File: config.mk
export PLATFORM = sky130hd
export DESIGN_NAME = sliding_median_filter_top
export DESIGN_NICKNAME = d
export VERILOG_FILES = /design/src/rtl/smf_pkg.sv /design/src/rtl/smf_cell.sv /design/src/rtl/sliding_median_filter_top.sv
export SDC_FILE = /design/constraint.sdc
export NUM_CORES = 1
export LEC_CHECK = 0
export BUFFER_PORTS_ARGS = -buffer_cell sky130_fd_sc_hd__buf_2
export CAP_MARGIN = 10
export CORE_ASPECT_RATIO = 1.2
export CORE_UTILIZATION = 43
export DETAILED_ROUTE_END_ITERATION = 12
export SKIP_CTS_REPAIR_TIMING = 1
export SYNTH_ARGS = -nofsm -noshare
export SYNTH_HDL_FRONTEND = slang
export SYNTH_SLANG_ARGS = --single-unit
File: constraint.sdc
create_clock -name clk -period 8.7 [get_ports clk]
set_clock_uncertainty 0.2 [all_clocks]
set_input_delay 1.305 -clock clk [delete_from_list [all_inputs] [get_ports clk]]
set_output_delay 1.305 -clock clk [all_outputs]
set_load 0.02 [all_outputs]
File: src/rtl/smf_pkg.sv
`default_nettype none

package smf_pkg;

  localparam int SAMPLE_W = 16;
  localparam int CFG_W    = 5;
  localparam int COUNT_W  = 5;

  localparam logic [CFG_W-1:0] WINDOW_SIZE_RESET = 5'd5;

  typedef struct packed {
    logic up;
    logic down;
    logic del_below;
  } smf_link_t;

endpackage

`default_nettype wire

File: src/rtl/smf_cell.sv
`default_nettype none

module smf_cell #(
  parameter int IDX = 0,
  parameter int AW  = 4,
  parameter int CW  = 5
) (
  input  logic                                clk,
  input  logic                                rst_n,
  input  logic                                clear,
  input  logic                                accept,
  input  logic                                full,
  input  logic [AW-1:0]                       oldest_age,
  input  logic [CW-1:0]                       new_fill,
  input  logic [CW-1:0]                       lo_idx,
  input  logic [CW-1:0]                       hi_idx,
  input  logic signed [smf_pkg::SAMPLE_W-1:0] in_x,
  input  smf_pkg::smf_link_t                  lower_link,
  input  logic signed [smf_pkg::SAMPLE_W-1:0] lower_val,
  input  logic [AW-1:0]                       lower_age,
  input  smf_pkg::smf_link_t                  upper_link,
  input  logic signed [smf_pkg::SAMPLE_W-1:0] upper_val,
  input  logic [AW-1:0]                       upper_age,
  output smf_pkg::smf_link_t                  link,
  output logic signed [smf_pkg::SAMPLE_W-1:0] val,
  output logic [AW-1:0]                       age,
  output logic                                valid,
  output logic [smf_pkg::SAMPLE_W-1:0]        pick_lo,
  output logic [smf_pkg::SAMPLE_W-1:0]        pick_hi
);
  import smf_pkg::*;

  logic signed [SAMPLE_W-1:0] val_r, val_nxt;
  logic [AW-1:0]              age_r, age_nxt;
  logic                       valid_r, valid_nxt;
  logic                       del, kept, gt;

  always_comb begin
    del  = full && valid_r && (age_r == oldest_age);
    kept = valid_r && !del;
    gt   = valid_r && (val_r > in_x);
    link.del_below = lower_link.del_below || del;
    link.up        = kept && gt && !lower_link.del_below;
    link.down      = kept && !gt && lower_link.del_below;
  end

  always_comb begin
    val_nxt   = val_r;
    age_nxt   = age_r;
    valid_nxt = valid_r;
    if (clear) begin
      valid_nxt = 1'b0;
    end else if (accept) begin
      valid_nxt = (CW'(IDX) < new_fill);
      if (kept && (gt == lower_link.del_below)) begin
        age_nxt = age_r + 1'b1;
      end else if (lower_link.up) begin
        val_nxt = lower_val;
        age_nxt = lower_age + 1'b1;
      end else if (upper_link.down) begin
        val_nxt = upper_val;
        age_nxt = upper_age + 1'b1;
      end else begin
        val_nxt = in_x;
        age_nxt = '0;
      end
    end
  end

  always_ff @(posedge clk) begin
    if (!rst_n) begin
      valid_r <= 1'b0;
    end else begin
      valid_r <= valid_nxt;
    end
    val_r <= val_nxt;
    age_r <= age_nxt;
  end

  assign val     = val_r;
  assign age     = age_r;
  assign valid   = valid_r;
  assign pick_lo = (lo_idx == CW'(IDX)) ? val_r : '0;
  assign pick_hi = (hi_idx == CW'(IDX)) ? val_r : '0;

endmodule

`default_nettype wire

File: src/rtl/sliding_median_filter_top.sv
// Running median over the last window_size samples, kept as a sorted row of cells.
// Throughput: one sample per cycle unless out_stall holds a pending result; each
// cell drops, keeps or shifts by one per sample. The median is read from the
// cell row into the output register after the sorted insert, unless stalled.
// Reset (synchronous, active low) empties the window and sets window_size to 5;
// a configuration write also empties the window.
`default_nettype none

module sliding_median_filter_top #(
  parameter int WINDOW_MAX = 16
) (
  input  logic                                clk,
  input  logic                                rst_n,
  input  logic                                cfg_wr_en,
  input  logic [smf_pkg::CFG_W-1:0]           cfg_wr_data,
  input  logic                                in_valid,
  output logic                                in_stall,
  input  logic signed [smf_pkg::SAMPLE_W-1:0] in_sample,
  output logic                                out_valid,
  input  logic                                out_stall,
  output logic signed [smf_pkg::SAMPLE_W-1:0] out_median,
  output logic [smf_pkg::COUNT_W-1:0]         out_held_count
);
  import smf_pkg::*;

  localparam int AW = (WINDOW_MAX > 1) ? $clog2(WINDOW_MAX) : 1;
  localparam int CW = $clog2(WINDOW_MAX + 1);

  logic [CFG_W-1:0]           ws_r, ws_nxt;
  logic [CW-1:0]              fill_r, fill_nxt;
  logic                       pending_r, pending_nxt;
  logic                       out_valid_r, out_valid_nxt;
  logic signed [SAMPLE_W-1:0] out_median_r, out_median_nxt;
  logic [COUNT_W-1:0]         out_count_r, out_count_nxt;

  logic [CW-1:0]              n_c, new_fill, lo_idx, hi_idx;
  logic [AW-1:0]              oldest_age;
  logic                       full, accept, load_out;

  smf_link_t                  link   [WINDOW_MAX];
  logic signed [SAMPLE_W-1:0] val    [WINDOW_MAX];
  logic [AW-1:0]              age    [WINDOW_MAX];
  logic [WINDOW_MAX-1:0]      valid;
  logic [SAMPLE_W-1:0]        pick_lo [WINDOW_MAX];
  logic [SAMPLE_W-1:0]        pick_hi [WINDOW_MAX];
  logic [SAMPLE_W-1:0]        lo_val, hi_val;
  logic [SAMPLE_W:0]          mid_sum;

  always_comb begin
    if (ws_r == '0) begin
      n_c = CW'(1);
    end else if (int'(ws_r) > WINDOW_MAX) begin
      n_c = CW'(WINDOW_MAX);
    end else begin
      n_c = CW'(ws_r);
    end
  end

  assign full       = (fill_r == n_c);
  assign new_fill   = full ? fill_r : fill_r + 1'b1;
  assign oldest_age = AW'(n_c - 1'b1);
  assign lo_idx     = (fill_r - 1'b1) >> 1;
  assign hi_idx     = fill_r >> 1;

  assign load_out = pending_r && (!out_valid_r || !out_stall);
  assign in_stall = pending_r && !load_out;
  assign accept   = in_valid && !in_stall;

  genvar g;
  generate
    for (g = 0; g < WINDOW_MAX; g++) begin : g_cell
      smf_link_t                  lo_link, hi_link;
      logic signed [SAMPLE_W-1:0] lo_v, hi_v;
      logic [AW-1:0]              lo_a, hi_a;
      if (g == 0) begin : g_first
        assign lo_link = '0;
        assign lo_v    = '0;
        assign lo_a    = '0;
      end else begin : g_mid_lo
        assign lo_link = link[g-1];
        assign lo_v    = val[g-1];
        assign lo_a    = age[g-1];
      end
      if (g == WINDOW_MAX - 1) begin : g_last
        assign hi_link = '0;
        assign hi_v    = '0;
        assign hi_a    = '0;
      end else begin : g_mid_hi
        assign hi_link = link[g+1];
        assign hi_v    = val[g+1];
        assign hi_a    = age[g+1];
      end
      smf_cell #(
        .IDX (g),
        .AW  (AW),
        .CW  (CW)
      ) u_cell (
        .clk        (clk),
        .rst_n      (rst_n),
        .clear      (cfg_wr_en),
        .accept     (accept),
        .full       (full),
        .oldest_age (oldest_age),
        .new_fill   (new_fill),
        .lo_idx     (lo_idx),
        .hi_idx     (hi_idx),
        .in_x       (in_sample),
        .lower_link (lo_link),
        .lower_val  (lo_v),
        .lower_age  (lo_a),
        .upper_link (hi_link),
        .upper_val  (hi_v),
        .upper_age  (hi_a),
        .link       (link[g]),
        .val        (val[g]),
        .age        (age[g]),
        .valid      (valid[g]),
        .pick_lo    (pick_lo[g]),
        .pick_hi    (pick_hi[g])
      );
    end
  endgenerate

  always_comb begin
    lo_val = '0;
    hi_val = '0;
    for (int i = 0; i < WINDOW_MAX; i++) begin
      lo_val = lo_val | pick_lo[i];
      hi_val = hi_val | pick_hi[i];
    end
    mid_sum = {lo_val[SAMPLE_W-1], lo_val} + {hi_val[SAMPLE_W-1], hi_val};
  end

  always_comb begin
    ws_nxt         = cfg_wr_en ? cfg_wr_data : ws_r;
    fill_nxt       = fill_r;
    pending_nxt    = pending_r;
    out_valid_nxt  = out_valid_r;
    out_median_nxt = out_median_r;
    out_count_nxt  = out_count_r;
    if (cfg_wr_en) begin
      fill_nxt = '0;
    end else if (accept) begin
      fill_nxt = new_fill;
    end
    if (accept) begin
      pending_nxt = 1'b1;
    end else if (load_out) begin
      pending_nxt = 1'b0;
    end
    if (load_out) begin
      out_valid_nxt  = 1'b1;
      out_median_nxt = mid_sum[SAMPLE_W:1];
      out_count_nxt  = COUNT_W'(fill_r);
    end else if (!out_stall) begin
      out_valid_nxt = 1'b0;
    end
  end

  always_ff @(posedge clk) begin
    if (!rst_n) begin
      ws_r        <= WINDOW_SIZE_RESET;
      fill_r      <= '0;
      pending_r   <= 1'b0;
      out_valid_r <= 1'b0;
    end else begin
      ws_r        <= ws_nxt;
      fill_r      <= fill_nxt;
      pending_r   <= pending_nxt;
      out_valid_r <= out_valid_nxt;
    end
    out_median_r <= out_median_nxt;
    out_count_r  <= out_count_nxt;
  end

  assign out_valid      = out_valid_r;
  assign out_median     = out_median_r;
  assign out_held_count = out_count_r;

  a_fill_bounded: assert property (@(posedge clk) disable iff (!rst_n)
    fill_r <= n_c)
    else $error("fill count exceeds window");

  a_valid_matches_fill: assert property (@(posedge clk) disable iff (!rst_n)
    $countones(valid) == int'(fill_r))
    else $error("occupied cells disagree with fill count");

  a_full_holds_fill: assert property (@(posedge clk) disable iff (!rst_n)
    accept && full && !cfg_wr_en |=> fill_r == $past(fill_r))
    else $error("fill count moved while window full");

  a_result_from_pending: assert property (@(posedge clk) disable iff (!rst_n)
    $rose(out_valid_r) |-> $past(pending_r))
    else $error("result presented without a pending transaction");

endmodule

`default_nettype wire
**Yosys cells after proc, flatten, opt, wreduce, memory -nomap -nowiden**

Index checks and enable logic that the tools add are counted.

- Register bits: 369

- $add $sub $neg: 20
- $lt $le $gt $ge: 33
- Equality and inequality tests: 63
- Multiplexer cells: 115
- Bitwise gates (word level): 49
- Reductions and logical operators: 227

Operators by type and width:

| kind | number |
|---|---|
| $mux 16 | 62 |
| $or 16x16->16 | 30 |
| $gt 16x16->1 | 16 |
| $mux 4 | 46 |
| $logic_and 1x1->1 | 142 |
| $add 4x1->4 const B | 16 |
| $eq 4x4->1 | 16 |
| $eq 4x4->1 const B | 16 |
| $logic_not 1->1 | 48 |
| $reduce_and 3->1 | 16 |
| $lt 4x5->1 const A | 8 |
| $eq 4x3->1 const B | 8 |
| $lt 3x5->1 const A | 4 |
| $not 1->1 | 19 |
| $add 16x16->17 | 1 |
| $eq 4x2->1 const B | 4 |
| $eq 1x1->1 | 15 |
| $logic_not 5->1 | 3 |
| $logic_or 1x1->1 | 15 |
| $mux 5 | 3 |
| $lt 1x5->1 const A | 2 |
| $lt 2x5->1 const A | 2 |
| $eq 4x1->1 const B | 2 |
| $add 5x1->5 const B | 1 |
| other kinds (9) | 12 |

**Longest topological paths before layout**

- Word-level depth: 24
- Depth in mapped cells: 22

**Cells and area by module**

A second synthesis with hierarchy kept.

- Cell total of the unflattened synthesis: 4169
- Area, all modules: 36367.4 um^2

By module, submodules not included:

| module | times used | cells an instance | area each (um^2) | sequential area each (um^2) |
|---|---|---|---|---|
| smf_cell at g_cell[0].u_cell ... | 2 | 239 | 2097.0 | 620.6 |
| sliding_median_filter_top | 1 | 377 | 3141.8 | 870.8 |
| smf_cell at g_cell[2].u_cell | 1 | 239 | 2102.0 | 620.6 |
| smf_cell at g_cell[4].u_cell | 1 | 240 | 2100.8 | 620.6 |
| smf_cell at g_cell[14].u_cell | 1 | 239 | 2098.3 | 620.6 |
| smf_cell at g_cell[10].u_cell | 1 | 239 | 2088.3 | 620.6 |
| smf_cell at g_cell[9].u_cell | 1 | 238 | 2084.5 | 620.6 |
| smf_cell at g_cell[5].u_cell | 1 | 237 | 2079.5 | 620.6 |
| smf_cell at g_cell[1].u_cell | 1 | 237 | 2075.7 | 620.6 |
| smf_cell at g_cell[6].u_cell | 1 | 239 | 2074.5 | 620.6 |
| smf_cell at g_cell[13].u_cell | 1 | 237 | 2073.2 | 620.6 |
| smf_cell at g_cell[8].u_cell | 1 | 239 | 2073.2 | 620.6 |
| smf_cell at g_cell[11].u_cell | 1 | 237 | 2072.0 | 620.6 |
| smf_cell at g_cell[3].u_cell | 1 | 237 | 2069.5 | 620.6 |
| +2 rows | -- | -- | -- | -- |

**Worst setup path before layout**

Ideal clock, no wire load.

- Kind: flip-flop to flip-flop
- Start point: reg fill_r[1]
- End point: reg out_median_r[15], in the netlist out_median[15], data pin
- Arrival time: 4.581 ns
- Data required time: 8.238 ns
- Path slack: 3.657 ns
- Stages on the path, launching flop included: 21
- Path through: dfxtp_1 > clkbuf_1 > inv_1 > ha_1 > clkbuf_1 > or3b_1 > a311o_1 > a21oi_1 > a221oi_1 > a41oi_1 > inv_1 > fa_1 > nor2b_1 > o21ai_0 > a21boi_0 > o21ai_0 > a21boi_0 > o2111ai_1 > a31o_2 > o21ai_0 > o31ai_1

- Longest elaborated chain between the ends: 19
- Elaborated cells on any way between the ends: 96
- Classes of those cells: 2 x add/sub; 30 x eq/ne; 32 x mux; 30 x bitwise; 2 x reduce/logical

RTL lines:

| element | line | RTL |
|---|---|---|
| start: declaration | sliding_median_filter_top.sv:30 | `logic [CW-1:0] fill_r, fill_nxt;` |
| start signal: assignment | sliding_median_filter_top.sv:168 | `fill_r <= fill_nxt;` |
| $sub 5x1->5 | sliding_median_filter_top.sv:62 | `assign lo_idx = (fill_r - 1'b1) >> 1;` |
| $eq 4x1->1 / $logic_not 5->1 (equally long branches) | smf_cell.sv:83 | `assign pick_lo = (lo_idx == CW'(IDX)) ? val_r : '0;` |
| $mux 16 | smf_cell.sv:83 |  |
| $or 16x16->16 (15 in a row) | sliding_median_filter_top.sv:128 | `lo_val = lo_val \| pick_lo[i];` |
| $add 16x16->17 * | sliding_median_filter_top.sv:131 | `mid_sum = {lo_val[SAMPLE_W-1], lo_val} + {hi_val[SAMPLE_W-1], hi_val};` |
| net mid_sum[16] | sliding_median_filter_top.sv:47 | `logic [SAMPLE_W:0] mid_sum;` |
| end signal: assignment | sliding_median_filter_top.sv:172 | `out_median_r <= out_median_nxt;` |
| end: declaration | sliding_median_filter_top.sv:33 | `logic signed [SAMPLE_W-1:0] out_median_r, out_median_nxt;` |

The timed path passes the listed nets; every way through them passes the cells marked *.
A chain may end at the register's enable or synchronous reset.

**Final worst setup path**

- Start point: reg fill_r[0]
- End point: reg out_median_r[14], in the netlist out_median[14], data pin

- Longest elaborated chain between the ends: 19
- Elaborated cells on any way between the ends: 49
- Classes of those cells: 2 x add/sub; 15 x eq/ne; 16 x mux; 15 x bitwise; 1 x reduce/logical

RTL lines:

| element | line |
|---|---|
| $sub 5x1->5 * | sliding_median_filter_top.sv:62 |
| $eq 4x1->1 / $logic_not 5->1 (equally long branches) | smf_cell.sv:83 |
| $mux 16 | smf_cell.sv:83 |
| $or 16x16->16 (14 in a row) | sliding_median_filter_top.sv:128 |
| $or 16x16->16 * | sliding_median_filter_top.sv:128 |
| $add 16x16->17 * | sliding_median_filter_top.sv:131 |
| net mid_sum[15] | sliding_median_filter_top.sv:47 |

Marks and branches as above.

==> impl_summary.md <==
Pwr
The switching power as a share of total power is 31.97%. The part of the total power dissipated in combinational logic is 19.9%. The clock network is responsible for 36.9% of the overall power. The sequential share of power is 43.2%. Power comes to 0.005142 W. The worst vdd rail ir drop is 0.0001384 V. The cell-internal power is 0.003498 W. The total power density per cell area is 153.5 nW/µm². For this design the static power due to leakage is 13.02 nW. For this design the total switching power over the nets is 0.001644 W.

Yosys
After synthesis the netlist holds a flip-flop and latch count of 368. The mean instance size in the synthesized netlist is 9.802 µm². The synthesis warning total is 0. The number of different library cells used by synthesis comes to 98. In this run the biggest area consumer among cell types represents 33.53% of the synthesized area. Ranked by total cell area, the synthesized netlist is headed by sky130_fd_sc_hd__edfxtp_1 34%, sky130_fd_sc_hd__ha_1 12%, sky130_fd_sc_hd__mux2i_1 8.4%. After synthesis, the share of flip-flops with an asynchronous set or reset is 0%. The area of the mapped netlist is 30540 µm². Of all cell types, the one taking the most synthesized area is sky130_fd_sc_hd__edfxtp_1.

The synthesized net count is 3433. The sequential cell area fraction in the yosys report is 35.30%. For this run, the leading register cell type out of synthesis is sky130_fd_sc_hd__edfxtp_1.

The synthesized design contains 341 enable-type register cells. The instance count of the mapped netlist is 3116.

Global routing
The number of global-route vias before repair is 26800. The maximum number of pins on one net before global-route repair is 38. The global router's overall resource usage is 36.73%. The first global-routing pass estimated 191200 µm of wire. The overall overflow remaining after global route is 0. The number of antenna violations at the first check in global routing is 2.

Worst setup path
Traced cell by cell, the critical path runs through inv_1 > ha_1 > xor2_1 > nand2b_1 > nor2_1 > a22o_1 > a221oi_1 > nand4_1 > a221oi_1 > nand3_1 > ha_1 > a21oi_1 > o21ai_0 > a21oi_1 > o22ai_1 > o311ai_1 > a21oi_1 > o311ai_1. In this design, the stage delay of the slowest critical-path cell is 800 ps. The number of cells on the critical path is 18.

The depth of the worst register-to-register path is 18. Tracing the worst setup path back leads to its startpoint at fill_r[0]. The slowest stage of the critical path is the sky130_fd_sc_hd__o311ai_1 cell.

Following the worst setup path forward leads to its endpoint at out_median[14]. The worst setup path is launched from a register. The worst register-to-register path ends at out_median[14].

The buffering stage count on the worst path with inverters included is 1. The class of the most critical setup path is reg -> reg. The setup slack of the worst register-to-register path is 2310 ps. The kind of end point of the critical path is a register. The required time of the critical path is 8840 ps. In this run the critical register-to-register path is launched from fill_r[0]. Data on the critical path arrives at its endpoint at 6530 ps. Along the worst path, the maximum fanout reaches 10. The dominant delay contributor by cell family on the critical path is compound AO/OA/AOI/OAI gates.

The most common cell type on the critical path is sky130_fd_sc_hd__a21oi_1.

Floorplanning
The die boundary height is 293.9 µm. The total die area is 72100 µm². During I/O placement, the number of pins put on the boundary was 49. The starting density of the core is 43.61%. In this run the core area contains 106 standard-cell rows. In this run the horizontal extent of the chip is 245.3 µm. After floorplanning, the core was sized to cover 70030 µm².

Placement
Routability-driven placement finished with a final weighted congestion of 0.9825. The worst slack after detailed placement is 2493 ps. The HPWL after detailed placement is 101800 µm. The post-placement cell area is 32050 µm².

The count of buffers added on input and output ports is 48.

STA
At the pin with the least slew margin, the transition time is 1210 ps. Setup violations remaining at the end of the flow were counted as 0. The ratio of final minimum period to clock period is 73.39%.

After layout, the minimum clock period comes to 6385 ps. The number of max-slew violations in the final report is 0. Setup repair after global routing left no endpoint under its margin. The highest achievable clock rate is 0.1566 GHz. The number of hold violations in the final report is 0. Adding up every negative setup slack in the final design gives 0 ps.

Setup slack closes at 2315 ps. The worst-case headroom to the max-slew limit is 19.10%.

Detailed routing
In the routed layout, each cell is associated on average with a via count of 6.689. The remaining design rule violation count is 0. The number of iterations in the first detailed-routing pass is 7. The routed design has 133800 µm of wire. The DRC marker count from the first detailed-route iteration is 3015. In this run the remaining antenna-violating nets after routing total 0.

The detail-routed net length per standard cell is 32.63 µm. The routed layout has 27420 vias.

Finish
The end-of-flow core utilization is 47.83%. The count of fill cells added during filler insertion is 6507. The library cells used most frequently in the layout, excluding fill and tap cells, are 341 x sky130_fd_sc_hd__edfxtp_1, 290 x sky130_fd_sc_hd__ha_1, 257 x sky130_fd_sc_hd__mux2i_1. The relative area change from synthesis to final layout is 9.668%. The commonest non-fill, non-tap cell in the layout is sky130_fd_sc_hd__edfxtp_1. The post-route cell area is 33490 µm².

The net count of the finished layout is 3459. The post-route netlist has 10.16% of its cells at a drive strength greater than 1.

Clock network
The count of clock tree sinks is 368. Buffers inserted during clock tree synthesis total 45. TritonCTS built the clock tree.

The largest buffer count on any clock path is 3. Clock-pin slew was measured on the worst setup and hold paths at 70 ps. The later pin in the worst-skew pair is clocked with a latency of 610 ps.

The tree is rooted in a sky130_fd_sc_hd__clkbuf_16. In this run the number of H-tree levels came out at 2.

Worst hold path
The path category of the worst min-delay check is reg -> reg. The worst hold path begins at ws_r[0].

Job
Across the run, the number of max-cap violations was 0.

Outcome
The run finished with clean final reports.
[synth_stat cells (all sizes together), types with 8 or more instances]
library cell	number
xor2	53
mux2i	257
dfxtp	27
nor3b	13
a2bb2oi	10
a211oi	18
a221oi	98
o31ai	19
a22oi	41
ha	290
a21boi	9
a22o	87
clkbuf	105
nand2b	32
o211ai	15
a31oi	26
nor3	66
nor2	248
inv	92
and2	14
o21a	32
buf	53
mux2	90
and4	8
o311ai	10
o31a	10
edfxtp	341
nand2	194
o21ai	127
and3	12
nor2b	31
or3	15
xnor2	69
nand4	86
nand3	81
a21o	55
or2	10
nor4	28
a21oi	246
[worst register-to-register path, cell delays in order (launching register included)]
cell and delay (ps):
sky130_fd_sc_hd__dfxtp_1 530, sky130_fd_sc_hd__inv_1 160, sky130_fd_sc_hd__ha_1 380, sky130_fd_sc_hd__xor2_1 540
sky130_fd_sc_hd__nand2b_1 260, sky130_fd_sc_hd__nor2_1 790, sky130_fd_sc_hd__a22o_1 240, sky130_fd_sc_hd__a221oi_1 50
sky130_fd_sc_hd__nand4_1 150, sky130_fd_sc_hd__a221oi_1 50, sky130_fd_sc_hd__nand3_1 130, sky130_fd_sc_hd__ha_1 290
sky130_fd_sc_hd__a21oi_1 170, sky130_fd_sc_hd__o21ai_0 100, sky130_fd_sc_hd__a21oi_1 260, sky130_fd_sc_hd__o22ai_1 210
sky130_fd_sc_hd__o311ai_1 800, sky130_fd_sc_hd__a21oi_1 290, sky130_fd_sc_hd__o311ai_1 510
[cell families after synthesis]
family | Yosys count | synth area share [%]
XOR/XNOR | 125 | 3.794
buffers and inverters | 250 | 3.388
multiplexers | 348 | 11.81
AND/OR/NAND/NOR | 868 | 14.22
flip-flops | 368 | 35.30
adder cells (fa/ha/maj) | 291 | 11.95
AO/OA/AOI/OAI | 866 | 19.54
[final cells by class]
class                           count  area, µm²  area share [%]
Timing Repair Buffer              137      905.9           2.705
Clock buffer                       56       1230           3.672
Sequential cell                   368      10780           32.19
Tap cell                          918       1149           3.429
Inverter                           92      345.3           1.031
Clock inverter                     28      209.0          0.6238
Multi-Input combinational cell   2498      18870           56.34
Antenna cell                        2      5.005         0.01494
[layer usage]
metal	track usage, %	vias to the layer above	wire length, µm
met5	0	-	0
met2	59.27	1402	61650
met4	28.06	0	11740
li1	-	12170	-
met1	44.04	13410	51660
met3	5.435	438	8717
[registers in the layout, summed over array words and instances (netlist names)]
register / flops
g_cell.u_cell.valid: 15
g_cell.u_cell.age: 64
g_cell.u_cell.val: 256
ws_r: 5
pending_r: 1
out_held_count: 5
out_valid: 1
fill_r: 5
out_median: 16
[stage by stage]
stage          cells  hold WS (ps)
5_1_grt         4097         339.5
3_5_place_dp    4012         315.0
2_1_floorplan   3116         256.8
4_1_cts         4096         331.3
3_3_place_gp    4012         295.3
6_report        4099         324.9
[worst min path at each step]
stage	end	cells after the start
6_report	ws_r[0]	2
5_1_grt	out_valid	2
4_1_cts	ws_r[2]	2
3_5_place_dp	ws_r[2]	2
3_3_place_gp	ws_r[2]	2
2_1_floorplan	ws_r[0]	2
[power by group through the flow]
stage | registers (W) | clock network (W) | logic [W]
2_1_floorplan | 0.00217 | 0 | 0.000653
3_3_place_gp | 0.00225 | 0 | 0.000976
3_5_place_dp | 0.00225 | 0 | 0.000995
4_1_cts | 0.00221 | 0.00192 | 0.00100
5_1_grt | 0.00222 | 0.00197 | 0.00111
6_report | 0.00222 | 0.00190 | 0.00102
Power figures use the tool's default switching activity.
